## src/hw/rtl/pulse_rate_meter_hysteresis_core_assert.svh

```systemverilog
// Assertion macros shared by the pulse rate meter RTL.
`ifndef PULSE_RATE_METER_HYSTERESIS_CORE_ASSERT_SVH
`define PULSE_RATE_METER_HYSTERESIS_CORE_ASSERT_SVH

// Same-cycle implication, checked outside reset.
`define PRMH_ASSERT_IMP(label, clk, rst_n, ante, cons) \
    label: assert property (@(posedge clk) disable iff (!(rst_n)) (ante) |-> (cons)) \
        else $error("pulse rate meter: same-cycle check failed");

// Next-cycle implication, checked outside reset.
`define PRMH_ASSERT_NEXT(label, clk, rst_n, ante, cons) \
    label: assert property (@(posedge clk) disable iff (!(rst_n)) (ante) |=> (cons)) \
        else $error("pulse rate meter: next-cycle check failed");

`endif

```

## src/hw/rtl/prmh_pkg.sv

```systemverilog
// Shared types, constants and codes of the pulse rate meter.
package prmh_pkg;

    localparam int SAMPLE_W   = 12;
    localparam int TIME_IN_W  = 32;
    localparam int RATE_W     = 16;
    localparam int ALERT_W    = 2;
    localparam int CFG_IDX_W  = 3;
    localparam int CFG_DATA_W = 16;
    localparam int TIME_W_DEF = 32;

    // One quotient bit is resolved per divider step.
    localparam int DIV_STEPS  = RATE_W;
    localparam int CNT_W      = $clog2(DIV_STEPS);

    localparam logic [RATE_W-1:0] RATE_NUMERATOR = 16'd60000;

    localparam logic [SAMPLE_W-1:0] UPPER_RST = 12'd1023;
    localparam logic [SAMPLE_W-1:0] LOWER_RST = 12'd620;
    localparam logic [SAMPLE_W-1:0] FLOOR_RST = 12'd3700;
    localparam logic [RATE_W-1:0]   HIGH_RST  = 16'd100;
    localparam logic [RATE_W-1:0]   LOW_RST   = 16'd60;

    localparam logic [CFG_IDX_W-1:0] CFG_UPPER_THRESHOLD = 3'd0;
    localparam logic [CFG_IDX_W-1:0] CFG_LOWER_THRESHOLD = 3'd1;
    localparam logic [CFG_IDX_W-1:0] CFG_VALID_FLOOR     = 3'd2;
    localparam logic [CFG_IDX_W-1:0] CFG_RATE_HIGH_LIMIT = 3'd3;
    localparam logic [CFG_IDX_W-1:0] CFG_RATE_LOW_LIMIT  = 3'd4;

    typedef enum logic [ALERT_W-1:0] {
        ALERT_NONE = 2'd0,
        ALERT_HIGH = 2'd1,
        ALERT_LOW  = 2'd2
    } t_alert;

    typedef enum logic [1:0] {
        ST_IDLE,
        ST_DIV,
        ST_DONE
    } t_state;

    typedef struct packed {
        logic accept;
        logic div_step;
        logic load_result;
    } t_dp_cmd;

endpackage

```

## src/hw/rtl/prmh_ctrl.sv

```systemverilog
// Controller: sequences request intake, the divider steps and the result load.
module prmh_ctrl
    import prmh_pkg::*;
(
    input  logic    i_clk,
    input  logic    i_rst_n,
    input  logic    i_in_valid,
    input  logic    i_out_ready,
    output logic    o_in_ready,
    output logic    o_out_valid,
    output t_dp_cmd o_cmd
);

    t_state           r_state, n_state;
    logic [CNT_W-1:0] r_cnt, n_cnt;
    logic             r_out_valid, n_out_valid;
    logic             w_out_free;
    logic             w_last_step;

    assign w_out_free  = !r_out_valid || i_out_ready;
    assign w_last_step = (r_cnt == CNT_W'(DIV_STEPS - 1));

    always_comb begin
        n_state = r_state;
        unique case (r_state)
            ST_IDLE: begin
                if (i_in_valid) begin
                    n_state = ST_DIV;
                end
            end
            ST_DIV: begin
                if (w_last_step) begin
                    n_state = ST_DONE;
                end
            end
            ST_DONE: begin
                if (w_out_free) begin
                    n_state = ST_IDLE;
                end
            end
            default: n_state = ST_IDLE;
        endcase
    end

    always_comb begin
        o_in_ready        = 1'b0;
        o_cmd.accept      = 1'b0;
        o_cmd.div_step    = 1'b0;
        o_cmd.load_result = 1'b0;
        unique case (r_state)
            ST_IDLE: begin
                o_in_ready   = 1'b1;
                o_cmd.accept = i_in_valid;
            end
            ST_DIV: begin
                o_cmd.div_step = 1'b1;
            end
            ST_DONE: begin
                o_cmd.load_result = w_out_free;
            end
            default: begin
                o_in_ready = 1'b0;
            end
        endcase
    end

    always_comb begin
        n_cnt = r_cnt;
        if (o_cmd.accept) begin
            n_cnt = '0;
        end else if (o_cmd.div_step) begin
            n_cnt = r_cnt + 1'b1;
        end
    end

    // The result register is released when taken and refilled at the end of a request.
    always_comb begin
        n_out_valid = r_out_valid;
        if (o_cmd.load_result) begin
            n_out_valid = 1'b1;
        end else if (i_out_ready) begin
            n_out_valid = 1'b0;
        end
    end

    assign o_out_valid = r_out_valid;

    always_ff @(posedge i_clk) begin
        if (!i_rst_n) begin
            r_state     <= ST_IDLE;
            r_cnt       <= '0;
            r_out_valid <= 1'b0;
        end else begin
            r_state     <= n_state;
            r_cnt       <= n_cnt;
            r_out_valid <= n_out_valid;
        end
    end

endmodule

```

## config.mk

```make
export PLATFORM = sky130hd
export DESIGN_NAME = prmh_ctrl
export DESIGN_NICKNAME = d
export VERILOG_FILES = /design/src/hw/rtl/pulse_rate_meter_hysteresis_core_assert.svh /design/src/hw/rtl/prmh_pkg.sv /design/src/hw/rtl/prmh_ctrl.sv
export SDC_FILE = /design/constraint.sdc
export NUM_CORES = 1
export LEC_CHECK = 0
export ABC_AREA = 0
export BUFFER_PORTS_ARGS = -buffer_cell sky130_fd_sc_hd__buf_2
export CORE_AREA = 2 2 39 41
export CTS_CLUSTER_DIAMETER = 100
export DETAILED_ROUTE_END_ITERATION = 10
export DIE_AREA = 0 0 41 43
export GPL_TIMING_DRIVEN = 0
export PLACE_DENSITY = 0.5
export SLEW_MARGIN = 10
export SYNTH_ARGS = -nofsm -noshare
export SYNTH_HDL_FRONTEND = slang
export SYNTH_SLANG_ARGS = --single-unit
```

## constraint.sdc

```tcl
create_clock -name i_clk -period 3.3 [get_ports i_clk]
set_input_delay 0.66 -clock i_clk [delete_from_list [all_inputs] [get_ports i_clk]]
set_output_delay 0.66 -clock i_clk [all_outputs]
set_load 0.01 [all_outputs]
```

==> results.txt <==
The flow ran to the end, and the final reports show no timing, DRC or antenna violations. The path class of the tightest hold or removal check is reg -> reg. Data arrives at the worst endpoint at ~1300 ps. After synthesis the cells add up to 326.6 um^2. The final hold slack is approximately 510 ps. During synthesis, Yosys emitted a total of 0 warnings.

The simple logic cell fraction of the synthesized area is between 30 and 40%. The die boundary height is 43 um. The starting density of the core is roughly a quarter.

The share of the synthesized netlist area taken by xor and xnor gates is 0%. The register share of total power came out at between 40% and 50%. The number of distinct library cells after synthesis came out at 21. The final setup TNS is 0 ps.

The worst setup path is launched from a primary input. The number of maximum-capacitance violations came out at 0. After synthesis, the cell types taking the most area are sky130_fd_sc_hd__dfxtp_1 (43%), sky130_fd_sc_hd__nor2_1 (5.7%), sky130_fd_sc_hd__nand3_1 (4.6%), sky130_fd_sc_hd__ha_1 (3.8%), sky130_fd_sc_hd__nand2b_1 (3.8%). In the synthesized netlist the dominant register cell turns out to be sky130_fd_sc_hd__dfxtp_1.

The number of endpoints with negative hold slack in the final report is 0. The number of buffers added on ports came out at 8. The number of buffers inserted by post-CTS setup repair is 0. The final wirelength is 617 um. The synthesized netlist devotes about 14% of its cell area to compound gates. The maximum clock frequency is 515.1 MHz.

Setup repair after global routing left no endpoint under its margin. The overall power after layout came out at approximately 0.18 mW. The adder-cell share of the synthesized area came out at 3.831%. The layout-stage area growth over the synthesis result came out at 26.44%. The count of boundary I/O pins is 9. The total clock buffers created by CTS came out at 3. The number of max-slew violations in the final report came out at 0. The multiplexer area fraction after synthesis came out at ~3%. After global routing the overflow that remains totals 0. In the global route stage, overall resource usage came out at about a tenth. The number of sinks on the clock net is 7. The pin count of the biggest net entering global routing came out at 8. The core region area came out at between 1000 and 1500 um^2.

The number of nets in the synthesized netlist is 44. The power per unit of standard cell area came out at 445.2 nW/um^2. The later pin in the worst-skew pair is clocked with a latency of 250 ps. The detailed-router iteration count before antenna repair is 4. VDD sags by at most ~0.15 mV. The number of nets in the layout is 57.

TritonCTS built the clock tree. The total inserted antenna cells came out at 0. The clock network fraction of design power is a little over two fifths.

The switching power total came out at around 0.044 mW. The share of the clock period used by the worst path is between 50 and 60%. The static leakage power is 0.1773 nW.

The number of antenna violations at the first check in global routing is 0. After the first detailed-routing iteration, the DRC count stood at 3. Of the cells placed in the final design, the portion with a size suffix greater than 1 is 25.49%.

The synthesized area per cell is roughly 8.4 um^2. The number of buffers on the longest clock path is 2. The via density per instance is ~4.4.

The sequential element share of the synthesized area came out at 42.91%. The DRC violation count after routing is 0. At the worst endpoint, the required time is 2640 ps. Once detail routing completed, the nets flagged for antenna violations numbered 0. The total via count after detailed routing came out at roughly 300.

The horizontal die dimension is between 40 and 50 um. The synthesized instance count is 39. The cell with the most instances after synthesis is sky130_fd_sc_hd__dfxtp_1. The post-route core utilization is between 20% and 30%. The setup path with the least slack is of type in -> out. Setup violations remaining at the end of the flow were counted as 0. The number of enable-type register cells in the synthesized netlist came out at 0. The full die area came out at ~1800 um^2. Clock-pin slew was measured on the worst setup and hold paths at around 50 ps. The post-detailed-route wirelength per cell came out at between 9 and 10 um.

Combinational logic burns 8.3% of the power. The wire length of the first global-routing pass is between 1 and 1.5 mm. The clock tree root buffer cell is sky130_fd_sc_hd__clkbuf_4. The fraction of registers with async set or reset after synthesis came out at 0%. Of the post-synthesis cell area, the dominant cell type holds a little over two fifths. The worst setup path is captured at a primary output. The largest driver fanout on the critical path is 3. The switching power as a share of total power is 23.84%. Measured against its own limit, the worst slew margin works out to 72.76%.

The number of levels the H-tree was split into came out at 1. At the end of routability-driven placement, the weighted congestion stood at slightly below 0.7. The actual slew at the worst max-slew pin is around 410 ps.

The combinational family with the most area after synthesis is simple AND/OR/NAND/NOR gates. The worst setup skew after layout is 3.103 ps. In this run, synthesis produced a sequential element count of 7. In this run, post-CTS hold repair placed 0 buffers. Sorting the synthesized cells by how often they occur yields sky130_fd_sc_hd__dfxtp_1 (7), sky130_fd_sc_hd__nor2_1 (5), sky130_fd_sc_hd__inv_1 (3), sky130_fd_sc_hd__nand3_1 (3). The floorplan row count is 14. The number of global-route vias before repair is roughly 260. The time the worst path needs with I/O delays and setup is ~1900 ps.

The internal portion of the total power is approximately 0.14 mW. The biggest area contributor in the post-synthesis netlist is sky130_fd_sc_hd__dfxtp_1. The half-perimeter wire length after placement is around 460 um. The number of resized instances in the post-cts repair step is 0.
power groups by stage:
stage | logic, mW | registers, mW | clock network [mW]
after global routing | 0.0175 | 0.0899 | 0.0893
final | 0.0152 | 0.0894 | 0.0792
after global placement | 0.0153 | 0.0913 | 0
after floorplan | 0.00969 | 0.0907 | 0
after CTS | 0.0153 | 0.0894 | 0.0829
after detailed placement | 0.0153 | 0.0913 | 0
cell families after synthesis:
kind of cell | after synthesis
AO/OA/AOI/OAI | 7
AND/OR/NAND/NOR | 19
multiplexers | 1
buffers and inverters | 4
adder cells (fa/ha/maj) | 1
flip-flops | 7
per-layer routing:
layer | vias to the layer above | global-route usage, % | part of all wire [%]
met2 | 9 | 12.19 | 40
li1 | 157 | - | -
met3 | 4 | 7.853 | 7.5
met4 | 0 | 8.000 | 4.1
met5 | - | 0 | 0
met1 | 127 | 12.38 | 49
final timing paths:
| kind | startpoint | end | slack (ps) | cells after the start |
|---|---|---|---|---|
| max | i_out_ready | o_cmd[0] | 1360 | 5 |
| max reg2reg | r_state[1]$_SDFFE_PN0P_ | r_cnt[3]$_SDFFE_PP0P_ | 2180 | 3 |
| min reg2reg | r_cnt[3]$_SDFFE_PP0P_ | r_cnt[3]$_SDFFE_PP0P_ | 510 | 2 |
| min | r_cnt[3]$_SDFFE_PP0P_ | r_cnt[3]$_SDFFE_PP0P_ | 510 | 2 |
layout by cell type, fill, tap and decap left out, drive strengths merged:
master / instances
buf: 9
dfxtp: 7
nor2: 5
clkbuf: 4
inv: 3
nand3: 3
nand2b: 3
nor2b: 2
a21oi: 2
nand2: 2
and2: 1
o22a: 1
o21bai: 1
a22oi: 1
mux2i: 1
nor3: 1
or3: 1
a31oi: 1
nor3b: 1
o21ai: 1
ha: 1
through the flow:
stage / worst slack [ps] / area (um^2) / instances
2_1_floorplan: 1581 / 326.6 / 39
3_3_place_gp: 1348 / 386.6 / 63
3_5_place_dp: 1355 / 386.6 / 63
4_1_cts: 1355 / 412.9 / 67
5_1_grt: 1304 / 412.9 / 67
6_report: 1359 / 412.9 / 67
cell type report:
class | instances | area (um^2)
Multi-Input combinational cell | 28 | 167.7
Fill cell | 153 | 970.9
Tap cell | 16 | 20.02
Clock buffer | 4 | 26.28
Sequential cell | 7 | 140.1
Inverter | 3 | 11.26
Buffer | 1 | 7.507
Timing Repair Buffer | 8 | 40.04
registers in the layout, indices dropped and copies added (netlist names):
signal and count:
r_cnt 4, o_out_valid 1, r_state 2
worst max-delay path, cell delays in order:
cell                       delay (ps)
sky130_fd_sc_hd__buf_2             90
sky130_fd_sc_hd__nand2b_1         150
sky130_fd_sc_hd__nor2b_1          130
sky130_fd_sc_hd__buf_4            120
sky130_fd_sc_hd__buf_2            130
Note: power is estimated with default switching activity, not from simulation.
