## src/hw/rtl/pulse_rate_meter_hysteresis_core_assert.svh

```systemverilog
// Assertion macros shared by the pulse rate meter RTL.
`ifndef PULSE_RATE_METER_HYSTERESIS_CORE_ASSERT_SVH
`define PULSE_RATE_METER_HYSTERESIS_CORE_ASSERT_SVH

// Same-cycle implication, checked outside reset.
`define PRMH_ASSERT_IMP(label, clk, rst_n, ante, cons) \
    label: assert property (@(posedge clk) disable iff (!(rst_n)) (ante) |-> (cons)) \
        else $error("pulse rate meter: same-cycle check failed");

// Next-cycle implication, checked outside reset.
`define PRMH_ASSERT_NEXT(label, clk, rst_n, ante, cons) \
    label: assert property (@(posedge clk) disable iff (!(rst_n)) (ante) |=> (cons)) \
        else $error("pulse rate meter: next-cycle check failed");

`endif

```

## src/hw/rtl/prmh_pkg.sv

```systemverilog
// Shared types, constants and codes of the pulse rate meter.
package prmh_pkg;

    localparam int SAMPLE_W   = 12;
    localparam int TIME_IN_W  = 32;
    localparam int RATE_W     = 16;
    localparam int ALERT_W    = 2;
    localparam int CFG_IDX_W  = 3;
    localparam int CFG_DATA_W = 16;
    localparam int TIME_W_DEF = 32;

    // One quotient bit is resolved per divider step.
    localparam int DIV_STEPS  = RATE_W;
    localparam int CNT_W      = $clog2(DIV_STEPS);

    localparam logic [RATE_W-1:0] RATE_NUMERATOR = 16'd60000;

    localparam logic [SAMPLE_W-1:0] UPPER_RST = 12'd1023;
    localparam logic [SAMPLE_W-1:0] LOWER_RST = 12'd620;
    localparam logic [SAMPLE_W-1:0] FLOOR_RST = 12'd3700;
    localparam logic [RATE_W-1:0]   HIGH_RST  = 16'd100;
    localparam logic [RATE_W-1:0]   LOW_RST   = 16'd60;

    localparam logic [CFG_IDX_W-1:0] CFG_UPPER_THRESHOLD = 3'd0;
    localparam logic [CFG_IDX_W-1:0] CFG_LOWER_THRESHOLD = 3'd1;
    localparam logic [CFG_IDX_W-1:0] CFG_VALID_FLOOR     = 3'd2;
    localparam logic [CFG_IDX_W-1:0] CFG_RATE_HIGH_LIMIT = 3'd3;
    localparam logic [CFG_IDX_W-1:0] CFG_RATE_LOW_LIMIT  = 3'd4;

    typedef enum logic [ALERT_W-1:0] {
        ALERT_NONE = 2'd0,
        ALERT_HIGH = 2'd1,
        ALERT_LOW  = 2'd2
    } t_alert;

    typedef enum logic [1:0] {
        ST_IDLE,
        ST_DIV,
        ST_DONE
    } t_state;

    typedef struct packed {
        logic accept;
        logic div_step;
        logic load_result;
    } t_dp_cmd;

endpackage

```

## src/hw/rtl/prmh_dp.sv

```systemverilog
// Datapath: configuration, beat detection state, restoring divider and result register.
module prmh_dp
    import prmh_pkg::*;
#(
    parameter int TIME_WIDTH = TIME_W_DEF
) (
    input  logic                  i_clk,
    input  logic                  i_rst_n,
    input  t_dp_cmd               i_cmd,
    input  logic                  i_cfg_we,
    input  logic [CFG_IDX_W-1:0]  i_cfg_idx,
    input  logic [CFG_DATA_W-1:0] i_cfg_data,
    input  logic [SAMPLE_W-1:0]   i_sample,
    input  logic [TIME_IN_W-1:0]  i_time_ms,
    output logic [RATE_W-1:0]     o_rate_bpm,
    output logic [ALERT_W-1:0]    o_rate_alert
);

    // Compare width covers both the shifted remainder and the divisor.
    localparam int CMP_W = (TIME_WIDTH > RATE_W + 1) ? TIME_WIDTH : RATE_W + 1;

    logic [SAMPLE_W-1:0]   r_upper, r_lower, r_floor;
    logic [RATE_W-1:0]     r_high_lim, r_low_lim;

    logic                  r_blocked, n_blocked;
    logic                  r_first_seen, n_first_seen;
    logic [TIME_WIDTH-1:0] r_last_time, n_last_time;
    logic [TIME_WIDTH-1:0] r_interval, n_interval;
    logic                  r_low_sample;

    logic [RATE_W-1:0]     r_num, r_rem, r_quot;
    logic [RATE_W-1:0]     r_rate_bpm;
    logic [ALERT_W-1:0]    r_rate_alert;

    logic [TIME_WIDTH-1:0] w_now;
    logic                  w_beat;
    logic [RATE_W:0]       w_trial;
    logic [CMP_W-1:0]      w_trial_ext, w_div_ext, w_diff;
    logic                  w_ge;
    logic [RATE_W-1:0]     w_rate;
    t_alert                w_alert;

    always_ff @(posedge i_clk) begin
        if (!i_rst_n) begin
            r_upper    <= UPPER_RST;
            r_lower    <= LOWER_RST;
            r_floor    <= FLOOR_RST;
            r_high_lim <= HIGH_RST;
            r_low_lim  <= LOW_RST;
        end else if (i_cfg_we) begin
            unique case (i_cfg_idx)
                CFG_UPPER_THRESHOLD: r_upper    <= i_cfg_data[SAMPLE_W-1:0];
                CFG_LOWER_THRESHOLD: r_lower    <= i_cfg_data[SAMPLE_W-1:0];
                CFG_VALID_FLOOR:     r_floor    <= i_cfg_data[SAMPLE_W-1:0];
                CFG_RATE_HIGH_LIMIT: r_high_lim <= i_cfg_data;
                CFG_RATE_LOW_LIMIT:  r_low_lim  <= i_cfg_data;
                default: begin
                end
            endcase
        end
    end

    assign w_now  = TIME_WIDTH'(i_time_ms);
    assign w_beat = (i_sample > r_upper) && !r_blocked;

    // The beat test comes first; a sample under the lower threshold re-arms afterwards.
    always_comb begin
        n_blocked    = r_blocked;
        n_first_seen = r_first_seen;
        n_last_time  = r_last_time;
        n_interval   = r_interval;
        if (w_beat) begin
            if (r_first_seen) begin
                n_interval = w_now - r_last_time;
            end
            n_first_seen = 1'b1;
            n_last_time  = w_now;
            n_blocked    = 1'b1;
        end
        if (i_sample < r_lower) begin
            n_blocked = 1'b0;
        end
    end

    always_ff @(posedge i_clk) begin
        if (!i_rst_n) begin
            r_blocked    <= 1'b0;
            r_first_seen <= 1'b0;
            r_last_time  <= '0;
            r_interval   <= '0;
        end else if (i_cmd.accept) begin
            r_blocked    <= n_blocked;
            r_first_seen <= n_first_seen;
            r_last_time  <= n_last_time;
            r_interval   <= n_interval;
        end
    end

    // Restoring division of the constant numerator by the beat interval.
    assign w_trial     = {r_rem, r_num[RATE_W-1]};
    assign w_trial_ext = CMP_W'(w_trial);
    assign w_div_ext   = CMP_W'(r_interval);
    assign w_diff      = w_trial_ext - w_div_ext;
    assign w_ge        = (w_trial_ext >= w_div_ext);

    always_ff @(posedge i_clk) begin
        if (i_cmd.accept) begin
            r_low_sample <= (i_sample < r_floor);
            r_num        <= RATE_NUMERATOR;
            r_rem        <= '0;
            r_quot       <= '0;
        end else if (i_cmd.div_step) begin
            r_num  <= {r_num[RATE_W-2:0], 1'b0};
            r_rem  <= w_ge ? w_diff[RATE_W-1:0] : w_trial[RATE_W-1:0];
            r_quot <= {r_quot[RATE_W-2:0], w_ge};
        end
    end

    always_comb begin
        if (r_low_sample) begin
            w_rate = '0;
        end else if (r_interval == '0) begin
            w_rate = RATE_NUMERATOR;
        end else begin
            w_rate = r_quot;
        end
    end

    always_comb begin
        priority if (w_rate > r_high_lim) begin
            w_alert = ALERT_HIGH;
        end else if (w_rate < r_low_lim) begin
            w_alert = ALERT_LOW;
        end else begin
            w_alert = ALERT_NONE;
        end
    end

    always_ff @(posedge i_clk) begin
        if (i_cmd.load_result) begin
            r_rate_bpm   <= w_rate;
            r_rate_alert <= w_alert;
        end
    end

    assign o_rate_bpm   = r_rate_bpm;
    assign o_rate_alert = r_rate_alert;

endmodule
```

## config.mk

```make
export PLATFORM = sky130hd
export DESIGN_NAME = prmh_dp
export DESIGN_NICKNAME = d
export VERILOG_FILES = /design/src/hw/rtl/pulse_rate_meter_hysteresis_core_assert.svh /design/src/hw/rtl/prmh_pkg.sv /design/src/hw/rtl/prmh_dp.sv
export SDC_FILE = /design/constraint.sdc
export NUM_CORES = 1
export LEC_CHECK = 0
export BUFFER_PORTS_ARGS = -buffer_cell sky130_fd_sc_hd__buf_2
export CORE_ASPECT_RATIO = 1.1
export CORE_UTILIZATION = 60
export CTS_CLUSTER_SIZE = 16
export DETAILED_ROUTE_END_ITERATION = 8
export GPL_TIMING_DRIVEN = 0
export PLACE_DENSITY = 0.9
export SYNTH_ARGS = -nofsm -noshare
export SYNTH_HDL_FRONTEND = slang
export SYNTH_SLANG_ARGS = --single-unit
```

## constraint.sdc

```tcl
create_clock -name i_clk -period 3.1 [get_ports i_clk]
set_input_delay 0.155 -clock i_clk [delete_from_list [all_inputs] [get_ports i_clk]]
set_output_delay 0.155 -clock i_clk [all_outputs]
set_load 0.01 [all_outputs]
```

==> summary.txt <==
Drt
  – # DRC: 0
  – DR iter-0 viols: 759
  – DR pass1 iterations: 5
  – WL final: 29.4 mm
  – Met2 wire len: 14.6 mm
  – Avg Vias per Cell: 5.92
  – DRT met1 WL: 11.7 mm
  – Wire length per cell: 16.7 µm
  – Via Count: 10435
  – Max Used Layer: met4
  – Post-route ant nets: 0
  – Wire length on met3: 1.81 mm

Clocking
  – TritonCTS Buffers: 17
  – Max H-tree Level: 4
  – CTS tree: built
  – Max clock buf depth: 2
  – Clock Latency Late Sink: 0.44 ns
  – Reg clk slew, reported paths: 0.08 ns
  – CTS Sinks: 196
  – Clock Tree Root: clkbuf_16

GRT
  – Largest net degree at the start of global routing: 19
  – Number of global-route vias before repair: 10093
  – Initial antenna violation count: 0
  – Total GRT Usage: 31.1%
  – Congestion Overflow GR: 0
  – First-pass GRT wire length: 47.1 mm

Status
  – Violations in the final reports: negative setup slack
  – Outcome: finished with violations

Logic synthesis
  – YS warnings: 0
  – Sequential-to-total area share from yosys stat: 37.0%
  – Post-Synth Simple-Gate Area: 17.6%
  – Synth cell types: 69
  – Syn_nets: 1553
  – Adder-cell area share of the yosys netlist: 13.1%
  – Main synth FF type: dfxtp_1
  – Post-synthesis mux area share: 3.43%
  – Post-Synth XOR/XNOR Area: 2.91%
  – Cells after Synth: 1369
  – #FFs+latches synth: 196
  – Synth top area share: 31.8%
  – Share of synthesized flip-flops with an asynchronous set or reset: 0%
  – Most instantiated cells after synthesis: 190 x nand2_1, 177 x dfxtp_1, 146 x a21oi_1, 142 x nor2_1, 136 x inv_1
  – Largest area contributor in the netlist: dfxtp_1
  – Post-Syn Area: 11100 µm²
  – EDFF count, synth: 19
  – Post-Synthesis Mean Instance Area: 8.13 µm²
  – Synth area leaders: dfxtp_1 32%, ha_1 13%, a21oi_1 6.6%
  – Largest family of logic cells by synthesized area: compound AO/OA/AOI/OAI gates
  – Most frequent cell after synthesis: nand2_1
  – Synth Area in Compound Gates: 19.1%

Setup path
  – R2r endpoint: o_rate_alert[1]$_SDFFCE_PN0P_
  – CP arrival: 3.49 ns
  – R2r worst-path depth: 15
  – Startpoint types: register
  – Worst Setup End Kind: register
  – CP Data Required Time: 3.38 ns
  – Worst R2R Setup Slack: -0.12 ns
  – Critical R2R Launch: r_interval[26]$_SDFFE_PN0P_
  – Crit Path Max Fanout: 7
  – Setup CP Type: register to register

Power
  – Clock Power Share: 30.7%
  – Post-layout power: 7.08 mW
  – Maximum VDD drop: 442 µV
  – Power share of the combinational group: 29.6%
  – Sw Pwr: 2.35 mW
  – Power per cell area: 546 nW/µm²
  – Sequential Power Share: 39.7%
  – Pleak: 5.48 nW
  – Int Pwr: 4.74 mW
  – Sw frac: 33.1%

Die
  – Die X: 132 µm
  – Ports: 87
  – Core footprint: 17900 µm²
  – Starting Density: 62.1%
  – Rows: 51
  – Die Y: 145 µm
  – Die area: 19100 µm²

STA
  – RSZ-0062 raised after global routing: yes
  – Final min period: 3.22 ns
  – Fin. Hold Viols: 0
  – Ratio of final minimum period to clock period: 104%
  – Final setup vio count: 1
  – Max Fclk: 311 MHz
  – Slew HR: 50.3%
  – Clock Skew: 0.0105 ns
  – Worst-Margin Slew: 0.743 ns
  – Final count of pins violating max slew: 0
  – Setup WS post-layout: -0.115 ns

Placed design
  – DP Worst Slack: -0.314 ns
  – Detailed-placement wirelength estimate: 20.5 mm
  – Post-Place Cells: 1691
  – Placer Congestion: 0.953
  – Port bufs: 84

Final layout
  – Layout cells sized above 1: 11.2%
  – Final nets: 1697
  – Core Util, Final: 72.4%
  – Filler Cells Inserted: 1241
  – Non-Filler Instances: 1764
  – Ant diodes: 0
  – Syn-to-layout area delta: 16.7%

Min path
  – Worst Hold Depth: 3
  – Hold Crit Start: i_cfg_data[3]
  – Hold Path End: r_high_lim[3]$_SDFFE_PN0P_
  – Hold WC Path Type: primary input to register

Job
  – Maxcap violations: 0
==> logic make-up (layout without fill, tap and decap cells) <==
kind of cell	Yosys count	in the layout
xor gates and xnor gates	37	37
and+or+nand+nor	449	449
buffers and inverters	198	355
AOI/OAI and AO/OA	336	336
adders and majority gates	115	115
muxes	38	38
DFF	196	196
==> worst max-delay path: stages (launching register included) <==
cell      delay, ns
dfxtp_2        0.35
nor4_4         0.34
and4_4         0.33
nand3_4        0.17
a21oi_4        0.22
buf_4          0.13
buf_4          0.11
ha_1           0.25
a21o_1         0.21
a21oi_1        0.15
nor2b_1        0.06
o21ai_1        0.12
nand2b_1       0.10
a21oi_2        0.18
o21ai_0        0.11
nor3_1         0.21
==> metrics by stage <==
stage	area [µm²]	hold WS, ns	setup TNS, ns
after floorplan	11100	0.267	0
after global placement	11800	0.402	-0.197
after detailed placement	11800	0.408	-0.537
after CTS	12900	0.00100	0
after global routing	13000	0.00755	-0.322
final	13000	0.0155	-0.115
==> worst max-delay path by stage <==
stage	start	to	slack [ns]	depth (start not counted)
after floorplan	r_interval[1]$_SDFFE_PN0P_	o_rate_alert[1]$_SDFFCE_PN0P_	0.39	14
after detailed placement	r_interval[1]$_SDFFE_PN0P_	o_rate_alert[1]$_SDFFCE_PN0P_	-0.31	14
after CTS	r_interval[1]$_SDFFE_PN0P_	o_rate_alert[1]$_SDFFCE_PN0P_	0.008	13
after global placement	r_interval[1]$_SDFFE_PN0P_	o_rate_alert[1]$_SDFFCE_PN0P_	-0.15	14
after global routing	r_interval[26]$_SDFFE_PN0P_	o_rate_alert[1]$_SDFFCE_PN0P_	-0.27	15
final	r_interval[26]$_SDFFE_PN0P_	o_rate_alert[1]$_SDFFCE_PN0P_	-0.12	15
==> flip-flops by register name, indices dropped and copies added (netlist names) <==
register	count
r_low_sample	1
r_last_time	32
r_low_lim	16
r_floor	12
r_rem	16
r_first_seen	1
r_quot	16
r_interval	32
r_blocked	1
r_num	11
o_rate_bpm	16
r_upper	12
o_rate_alert	2
r_high_lim	16
r_lower	12
==> power groups by stage <==
stage	clock, mW	combinational (mW)	sequential (mW)
after global placement	0	1.85	2.85
final	2.17	2.10	2.81
after floorplan	0	1.47	2.84
after CTS	2.18	2.02	2.80
after global routing	2.30	2.31	2.82
after detailed placement	0	1.93	2.86
==> area by class of cell <==
cell class	count	area [µm²]	area share, %
Buffer	60	248	1.91
Clock buffer	20	468	3.60
Clock inverter	12	109	0.838
Inverter	138	518	3.99
Multi-Input combinational cell	975	6400	49.3
Sequential cell	196	4120	31.7
Tap cell	238	298	2.29
Timing Repair Buffer	125	822	6.33
==> timing repair <==
action / 4_1_cts / 5_1_grt
setup buffers: 2 / 3
pin swaps: 3 / 12
endpoints found under the hold margin: 39 / 0
endpoints found under the setup margin: 4 / 32
hold buffers: 36 / 0
gates resized for setup: 22 / 22
==> layer usage <==
metal	global-route usage, %	vias to the layer above
li1	-	4997
met1	34.1	4887
met2	57.9	452
met3	5.26	99
met4	16.2	0
met5	0	-
==> cell usage in the layout, fill, tap and decap left out, types with 18 or more instances in the layout <==
| cell | netlist | final |
|---|---|---|
| nand2_1 | 190 | 190 |
| dfxtp_1 | 177 | 175 |
| nor2_1 | 142 | 142 |
| a21oi_1 | 146 | 139 |
| inv_1 | 136 | 136 |
| ha_1 | 113 | 112 |
| buf_2 | 3 | 87 |
| clkbuf_1 | 47 | 46 |
| o211ai_1 | 37 | 37 |
| mux2i_1 | 37 | 37 |
| dlygate4sd3_1 | 0 | 36 |
| xnor2_1 | 25 | 25 |
| o21ai_0 | 27 | 24 |
| a21o_1 | 24 | 24 |
| nand3_1 | 24 | 23 |
| a211oi_1 | 22 | 22 |
| o21ai_1 | 16 | 19 |
| edfxtp_1 | 19 | 19 |
| clkbuf_16 | 0 | 18 |
Power figures use the tool's default switching activity.
